===== src/rtl/lse_pkg.sv =====
package lse_pkg;

    localparam int BYTE_BITS = 8;
    localparam int HIDDEN_BIT = 0;
    localparam logic [7:0] HEADER_SKIP_RESET = 8'd54;

    localparam logic [2:0] PH_HEADER = 3'd0;
    localparam logic [2:0] PH_MAGIC  = 3'd1;
    localparam logic [2:0] PH_EXTLEN = 3'd2;
    localparam logic [2:0] PH_EXT    = 3'd3;
    localparam logic [2:0] PH_SIZE   = 3'd4;
    localparam logic [2:0] PH_DATA   = 3'd5;
    localparam logic [2:0] PH_DONE   = 3'd6;

    localparam logic [1:0] KIND_MAGIC = 2'd0;
    localparam logic [1:0] KIND_EXT   = 2'd1;
    localparam logic [1:0] KIND_DATA  = 2'd2;

    typedef struct packed {
        logic [7:0] out_byte;
        logic [1:0] byte_kind;
        logic       last;
    } result_t;

endpackage


===== src/rtl/lse_pixel_if.sv =====
interface lse_pixel_if;
    logic       valid;
    logic       ready;
    logic [7:0] pixel_byte;
    logic       start_of_image;

    modport source (output valid, output pixel_byte, output start_of_image, input ready);
    modport sink (input valid, input pixel_byte, input start_of_image, output ready);
endinterface


===== src/rtl/lse_result_if.sv =====
interface lse_result_if;
    logic       valid;
    logic       ready;
    logic [7:0] out_byte;
    logic [1:0] byte_kind;
    logic       last;

    modport source (output valid, output out_byte, output byte_kind, output last, input ready);
    modport sink (input valid, input out_byte, input byte_kind, input last, output ready);
endinterface


===== src/rtl/lsb_stego_stream_extractor.sv =====
// Recovers a record hidden in bit 0 of the bytes of an image stream.
// Channel pixels (sink) takes one image byte per transfer; start_of_image on
// a byte restarts the parse with that byte as header byte zero. After
// header_skip bytes the hidden bits form a magic byte, an extension length,
// the extension characters, a payload size and the payload bytes.
// Channel hidden (source) gives the magic byte, every extension character and
// every payload byte, tagged by byte_kind, with last on the final one of a run.
// header_skip is written through cfg_we / cfg_wdata by the user only while the
// block is idle; the block itself does not enforce this. Throughput is one
// byte per cycle while the skid entry is free: the parse state is updated
// combinationally from the input register, with no loop over clocks.
// A result is registered in the input register, then in the output register or skid.
// The output register is backed by one skid entry; a stalled receiver fills
// the skid, and only then does pixels.ready drop, so no byte is lost.
// Reset restores header_skip to 54, empties both stages and starts in the
// header skip phase as though a start of image had been seen.
module lsb_stego_stream_extractor
    import lse_pkg::*;
#(
    parameter int LENGTH_BITS = 32
)
(
    input  logic                clk,
    input  logic                rst_n,
    input  logic                cfg_we,
    input  logic [7:0]          cfg_wdata,
    lse_pixel_if.sink           pixels,
    lse_result_if.source        hidden
);

    localparam int CNT_W = $clog2(LENGTH_BITS);
    localparam logic [CNT_W:0] BYTE_CNT = (CNT_W + 1)'(BYTE_BITS);
    localparam logic [CNT_W:0] LEN_CNT  = (CNT_W + 1)'(LENGTH_BITS);

    logic [7:0]             header_skip_reg;

    logic                   in_valid_reg;
    logic                   in_bit_reg;
    logic                   in_sof_reg;

    logic [2:0]             phase_reg, phase_next;
    logic [7:0]             header_count_reg, header_count_next;
    logic [CNT_W-1:0]       bit_count_reg, bit_count_next;
    logic [LENGTH_BITS-1:0] gather_reg, gather_next;
    logic [LENGTH_BITS-1:0] remaining_reg, remaining_next;

    result_t                out_reg, skid_reg, res;
    logic                   out_valid_reg, skid_valid_reg;
    logic                   res_en;

    logic                   advance;
    logic                   out_take;
    logic                   skipped;
    logic [CNT_W:0]         bc_sum;
    logic [LENGTH_BITS-1:0] shifted;
    logic [LENGTH_BITS-1:0] rem_dec;

    // The parse stage moves on whenever the skid entry is free to catch a result.
    assign advance      = in_valid_reg && !skid_valid_reg;
    assign pixels.ready = !in_valid_reg || !skid_valid_reg;
    assign out_take     = out_valid_reg && hidden.ready;

    assign hidden.valid     = out_valid_reg;
    assign hidden.out_byte  = out_reg.out_byte;
    assign hidden.byte_kind = out_reg.byte_kind;
    assign hidden.last      = out_reg.last;

    always_comb
    begin
        phase_next        = phase_reg;
        header_count_next = header_count_reg;
        bit_count_next    = bit_count_reg;
        gather_next       = gather_reg;
        remaining_next    = remaining_reg;
        res_en            = 1'b0;
        res               = '0;
        skipped           = 1'b0;
        bc_sum            = '0;
        shifted           = '0;
        rem_dec           = '0;

        if (in_sof_reg)
        begin
            phase_next        = PH_HEADER;
            header_count_next = '0;
            bit_count_next    = '0;
            gather_next       = '0;
            remaining_next    = '0;
        end

        if (phase_next == PH_HEADER)
        begin
            if (header_count_next < header_skip_reg)
            begin
                header_count_next = header_count_next + 8'd1;
                skipped           = 1'b1;
            end
            else
            begin
                phase_next     = PH_MAGIC;
                bit_count_next = '0;
                gather_next    = '0;
            end
        end

        if (!skipped)
        begin
            bc_sum  = {1'b0, bit_count_next} + (CNT_W + 1)'(1);
            shifted = {gather_next[LENGTH_BITS-2:0], in_bit_reg};
            rem_dec = remaining_next - LENGTH_BITS'(1);
            unique case (phase_next)
                PH_MAGIC:
                begin
                    gather_next = shifted;
                    if (bc_sum >= BYTE_CNT)
                    begin
                        bit_count_next = '0;
                        gather_next    = '0;
                        phase_next     = PH_EXTLEN;
                        res_en         = 1'b1;
                        res.out_byte   = shifted[7:0];
                        res.byte_kind  = KIND_MAGIC;
                        res.last       = 1'b1;
                    end
                    else
                        bit_count_next = bc_sum[CNT_W-1:0];
                end
                PH_EXTLEN:
                begin
                    gather_next = shifted;
                    if (bc_sum >= LEN_CNT)
                    begin
                        bit_count_next = '0;
                        gather_next    = '0;
                        remaining_next = shifted;
                        phase_next     = (shifted == '0) ? PH_SIZE : PH_EXT;
                    end
                    else
                        bit_count_next = bc_sum[CNT_W-1:0];
                end
                PH_EXT, PH_DATA:
                begin
                    gather_next = shifted;
                    if (bc_sum >= BYTE_CNT)
                    begin
                        bit_count_next = '0;
                        gather_next    = '0;
                        remaining_next = rem_dec;
                        if (rem_dec == '0)
                            phase_next = (phase_next == PH_EXT) ? PH_SIZE : PH_DONE;
                        res_en        = 1'b1;
                        res.out_byte  = shifted[7:0];
                        res.byte_kind = (phase_reg == PH_DATA && !in_sof_reg) ? KIND_DATA
                                        : ((phase_next == PH_DONE) ? KIND_DATA : KIND_EXT);
                        res.last      = (rem_dec == '0);
                    end
                    else
                        bit_count_next = bc_sum[CNT_W-1:0];
                end
                PH_SIZE:
                begin
                    gather_next = shifted;
                    if (bc_sum >= LEN_CNT)
                    begin
                        bit_count_next = '0;
                        gather_next    = '0;
                        // A size with its top bit set counts as negative: no payload.
                        if (shifted[LENGTH_BITS-1] || shifted == '0)
                        begin
                            remaining_next = '0;
                            phase_next     = PH_DONE;
                        end
                        else
                        begin
                            remaining_next = shifted;
                            phase_next     = PH_DATA;
                        end
                    end
                    else
                        bit_count_next = bc_sum[CNT_W-1:0];
                end
                default:
                    phase_next = PH_DONE;
            endcase
        end
    end

    always_ff @(posedge clk or negedge rst_n)
    begin
        if (!rst_n)
        begin
            header_skip_reg  <= HEADER_SKIP_RESET;
            in_valid_reg     <= 1'b0;
            phase_reg        <= PH_HEADER;
            header_count_reg <= '0;
            bit_count_reg    <= '0;
            gather_reg       <= '0;
            remaining_reg    <= '0;
            out_valid_reg    <= 1'b0;
            skid_valid_reg   <= 1'b0;
        end
        else
        begin
            if (cfg_we)
                header_skip_reg <= cfg_wdata;

            if (pixels.ready)
                in_valid_reg <= pixels.valid;

            if (advance)
            begin
                phase_reg        <= phase_next;
                header_count_reg <= header_count_next;
                bit_count_reg    <= bit_count_next;
                gather_reg       <= gather_next;
                remaining_reg    <= remaining_next;
            end

            if (!out_valid_reg || out_take)
            begin
                out_valid_reg  <= skid_valid_reg || (advance && res_en);
                skid_valid_reg <= 1'b0;
            end
            else if (advance && res_en)
                skid_valid_reg <= 1'b1;
        end
    end

    always_ff @(posedge clk)
    begin
        if (pixels.ready)
        begin
            in_bit_reg <= pixels.pixel_byte[HIDDEN_BIT];
            in_sof_reg <= pixels.start_of_image;
        end

        if (!out_valid_reg || out_take)
            out_reg <= skid_valid_reg ? skid_reg : res;
        else if (advance && res_en)
            skid_reg <= res;
    end

endmodule


===== src/flat_wrapper.sv =====
// flat-port wrapper written by rule: the top's interface ports become plain ports
module lsb_stego_stream_extractor_flat import lse_pkg::*;
#(
    parameter int LENGTH_BITS = 32
)
  (clk, rst_n, cfg_we, cfg_wdata, pixels_valid, pixels_pixel_byte, pixels_start_of_image, pixels_ready, hidden_valid, hidden_out_byte, hidden_byte_kind, hidden_last, hidden_ready);
  lse_pixel_if pixels_i ();
  lse_result_if hidden_i ();
  input  logic clk;
  input  logic rst_n;
  input  logic cfg_we;
  input  logic [7:0] cfg_wdata;
  input wire logic [$bits(pixels_i.valid)-1:0] pixels_valid;
  input wire logic [$bits(pixels_i.pixel_byte)-1:0] pixels_pixel_byte;
  input wire logic [$bits(pixels_i.start_of_image)-1:0] pixels_start_of_image;
  output wire logic [$bits(pixels_i.ready)-1:0] pixels_ready;
  output wire logic [$bits(hidden_i.valid)-1:0] hidden_valid;
  output wire logic [$bits(hidden_i.out_byte)-1:0] hidden_out_byte;
  output wire logic [$bits(hidden_i.byte_kind)-1:0] hidden_byte_kind;
  output wire logic [$bits(hidden_i.last)-1:0] hidden_last;
  input wire logic [$bits(hidden_i.ready)-1:0] hidden_ready;
  assign pixels_i.valid = pixels_valid;
  assign pixels_i.pixel_byte = pixels_pixel_byte;
  assign pixels_i.start_of_image = pixels_start_of_image;
  assign pixels_ready = pixels_i.ready;
  assign hidden_valid = hidden_i.valid;
  assign hidden_out_byte = hidden_i.out_byte;
  assign hidden_byte_kind = hidden_i.byte_kind;
  assign hidden_last = hidden_i.last;
  assign hidden_i.ready = hidden_ready;
  lsb_stego_stream_extractor #(.LENGTH_BITS(LENGTH_BITS)) u_core (.clk(clk), .rst_n(rst_n), .cfg_we(cfg_we), .cfg_wdata(cfg_wdata), .pixels(pixels_i), .hidden(hidden_i));
endmodule

===== config.mk =====
export PLATFORM = sky130hd
export DESIGN_NAME = lsb_stego_stream_extractor_flat
export DESIGN_NICKNAME = d
export VERILOG_FILES = /design/src/rtl/lse_pkg.sv /design/src/rtl/lse_pixel_if.sv /design/src/rtl/lse_result_if.sv /design/src/rtl/lsb_stego_stream_extractor.sv /design/src/flat_wrapper.sv
export SDC_FILE = /design/constraint.sdc
export NUM_CORES = 1
export LEC_CHECK = 0
export ABC_CLOCK_PERIOD_IN_PS = 13120
export BUFFER_PORTS_ARGS = -buffer_cell sky130_fd_sc_hd__buf_2
export CAP_MARGIN = 20
export CORE_MARGIN = 4
export CORE_UTILIZATION = 60
export DETAILED_ROUTE_END_ITERATION = 16
export PLACE_DENSITY = 0.9
export SYNTH_ARGS = -nofsm -noshare
export SYNTH_HDL_FRONTEND = slang
export SYNTH_SLANG_ARGS = --single-unit

===== constraint.sdc =====
create_clock -name clk -period 13.12 [get_ports clk]
set_input_delay 2.624 -clock clk [delete_from_list [all_inputs] [get_ports clk]]
set_output_delay 2.624 -clock clk [all_outputs]
set_load 0.03 [all_outputs]

==> reports/qor.txt <==
========================================================================================================
Detailed-route wire length per cell                                                             21.68 um
Routed Wire Length                                                                              19.10 mm
Endpoint required time on the critical path                                                     13450 ps
Via density                                                                                        7.036
Category of the most critical setup path                                                    flip-flop to flip-flop
RSZ-0062 raised after global routing                                                               false
Cell with the largest stage delay on the worst path                                               nor3_1
Proportion of register bits with asynchronous set or reset after synthesis                        78.95%
Number of antenna violations at the first check in global routing                                      0
Clock net sink count                                                                                 114
Placement Rows                                                                                        38
Number of global-route vias before repair                                                           5879
Post-synthesis cell area                                                                        6890 um2
Largest register FFs                                                                                  32
Global-route usage over all layers                                                                29.77%
Hpwl dp                                                                                         12.81 mm
Number of remaining DRC errors                                                                         0
Final Setup Violations                                                                                 0
ANT nets after route                                                                                   0
Number of max-cap violations                                                                           0
Share of final-layout standard cells stronger than drive strength 1                               14.71%
CTS tree                                                                                            done
Number of buffers created by CTS                                                                      17
Post-synthesis net count                                                                             758
Yosys warning count                                                                                    0
Total power divided by cell area                                                            118.4 nW/um2
Post-CTS clock slew at the launch and capture registers of the worst setup and hold paths          50 ps
Commonest register cell after synthesis                                                          dfrtp_1
Fin Setup TNS                                                                                       0 ps
Hold crit path type                                                                         flip-flop to flip-flop
Register-to-Register Path Depth                                                                       17
Final Wtd Congestion                                                                              0.9761
Number of flops mapped to enable cells by yosys                                                       24
Post-Syn Area per Cell                                                                         9.504 um2
Result of the run                                                                           finished clean
Die area                                                                                       13260 um2
Highest ir drop seen on vdd                                                                    0.1139 mV
Cts-stage hold buffer count                                                                            0
Final hold vios                                                                                        0
Post-synthesis cell type count                                                                        80
Largest net degree at the start of global routing                                                     75
Setup Skew                                                                                      8.997 ps
Remaining global-route overflow                                                                        0
DR iter-0 viols                                                                                      827
Area of the core                                                                               11030 um2
Clock Path Buffers                                                                                     2
Critical path capture point                                                                 u_core.remaining_reg[15]
Final core occ                                                                                    68.76%
Detailed-routing iteration count for the pre-antenna-repair pass                                       6
Start point of the critical path                                                            u_core.in_sof_reg
Register bit count reported by yosys                                                                 114
Horiz. Die Dim                                                                                  115.2 um
Worst path max stage delay                                                                        820 ps
Ordered list of cells on the worst path                                                     buf_4 -> nor2b_1 -> ha_1 -> a21o_1 -> a21o_1 -> a21o_2 -> o21a_1 -> nor2_1 -> and2_1 -> ha_1 -> nand4_1 -> o21a_1 -> nor3_1 -> nand2_1 -> a31oi_1 -> o21ai_0 -> o211ai_1
Worst Max-Slew Pin Slew                                                                          1097 ps
Worst setup SP type                                                                            flip-flop
Wire length of the first global-routing pass                                                    30.80 mm
Pins Over Slew Limit                                                                                   0
Max Fanout on Critical Path                                                                           69
Die Y-Extent                                                                                    115.2 um
Number of antenna cells inserted                                                                       0
Layout overhead on the synthesized area                                                           10.08%
DR vias                                                                                             6199
Top Ports                                                                                             35
Final Net Count                                                                                      762
Post-synthesis sequential area ratio                                                              43.22%
CTS H-Tree Depth                                                                                       4
Relative slew slack                                                                               26.59%
Count of port buffers added during placement                                                          27
Final critical-path required period                                                              5713 ps
Starting utilization of the core area                                                             62.47%
Design Power                                                                                   0.8978 mW
Quantity of gates resized following cts                                                                0
Setup Fix Bufs, Post-CTS                                                                               0
Capturing point of the worst reg2reg path                                                   u_core.remaining_reg[15]
Start of the worst register-to-register path                                                u_core.in_sof_reg
Fill cell instance count of the final layout                                                         827
Crit end category                                                                              flip-flop
Total leakage power                                                                             3.378 nW
Arrival time of data at the critical path endpoint                                               6040 ps
Reg-to-reg setup timing slack                                                                    7410 ps
Fmax                                                                                           175.0 MHz
Clk_lat worst skew                                                                                420 ps
Fin crit share                                                                                    43.54%
Clk root buf                                                                                   clkbuf_16
Number of standard cells after synthesis                                                             725
========================================================================================================
==> logic make-up after synthesis <==
logic type | Yosys count | synth area share (%)
simple gates | 272 | 21.01
compound gates | 223 | 23.59
flops | 114 | 43.22
buf+inv | 74 | 5.775
mux | 16 | 2.506
xor+xnor | 15 | 1.907
fa+ha+maj | 11 | 1.997
==> how the worst min path moves through the flow <==
stage               depth (start not counted)                      start                        end
global route                                2  u_core.header_skip_reg[1]  u_core.header_skip_reg[1]
finish                                      2  u_core.header_skip_reg[1]  u_core.header_skip_reg[1]
floorplan                                   1    u_core.bit_count_reg[0]    u_core.bit_count_reg[0]
detailed placement                          1    u_core.bit_count_reg[0]    u_core.bit_count_reg[0]
CTS                                         1    u_core.bit_count_reg[0]    u_core.bit_count_reg[0]
global placement                            2  u_core.header_skip_reg[5]  u_core.header_skip_reg[5]
==> report_power, final <==
group | total, mW | internal [mW] | switching, mW
combinational | 0.0642 | 0.0198 | 0.0444
clock | 0.454 | 0.292 | 0.162
sequential | 0.380 | 0.371 | 0.00899
total | 0.898 | 0.682 | 0.215
==> critical path, delay by kind of cell (launching register included) <==
family,cells,cell delay [ps]
DFF,1,330
adders and majority gates,2,550
AOI/OAI and AO/OA,8,1720
and+or+nand+nor,6,2390
buffers and inverters,1,580
==> metal layers <==
layer | track usage (%) | part of all wire (%) | vias to the layer above
met4 | 12.05 | 2.3 | 0
met2 | 45.60 | 46 | 347
met1 | 40.16 | 42 | 3051
met5 | 0 | 0 | -
met3 | 8.211 | 9.6 | 45
li1 | - | - | 2756
==> cell usage in the layout (no fill, tap or decap), types with 17 or more instances in the layout <==
cell type / n
clkbuf_16: 17
buf_2: 26
nand2_1: 75
a22o_1: 34
nor4_1: 22
edfxtp_1: 24
inv_1: 22
dfrtp_1: 86
a21oi_1: 37
o21ai_0: 47
nand4_1: 17
nand3_1: 19
nor2_1: 58
==> synth_stat cells, types with 4 or more instances <==
master	n	area share [%]
or2_2	5	0.45
a21oi_1	37	2.7
a22oi_1	7	0.76
dfstp_2	4	1.5
mux2_2	10	1.6
xor2_1	8	1.0
nor2_1	58	3.2
and2_1	12	1.1
a21o_1	6	0.65
nand4_1	17	1.5
nor3_1	16	1.2
edfxtp_1	24	10
ha_1	11	2.0
o31ai_1	6	0.65
o211ai_1	15	1.6
o21ai_0	47	3.4
dfrtp_1	86	31
xnor2_1	7	0.89
a221o_1	15	2.2
nand2_1	75	4.1
a31oi_1	4	0.36
buf_6	7	1.1
mux2i_1	6	0.87
a211oi_1	6	0.65
clkbuf_8	5	1.0
nand2b_1	6	0.54
a22o_1	34	4.3
nand3_1	19	1.4
clkbuf_1	34	1.9
inv_1	22	1.2
nor4b_1	4	0.51
nor4_1	22	2.0
nor2b_1	12	1.1
==> area by class of cell <==
type	count	area, um2	share of cell area (%)
inverter	22	82.58	1.089
tap	140	175.2	2.309
clock inverter	9	106.4	1.402
timing repair buffer	37	249.0	3.283
clock buffer	22	474.2	6.252
multi-input combinational	537	3520	46.40
sequential	114	2978	39.26
==> stage by stage <==
step | setup WS [ps] | std cells | hold WS (ps) | cell area (um2)
5_1_grt | 6981 | 881 | 532.6 | 7585
3_3_place_gp | 7542 | 847 | 491.8 | 6945
6_report | 7407 | 881 | 515.2 | 7585
3_5_place_dp | 7484 | 848 | 508.6 | 6957
2_1_floorplan | 7943 | 725 | 474.7 | 6890
4_1_cts | 7437 | 879 | 515.1 | 7537
Note: power is estimated with default switching activity, not from simulation.
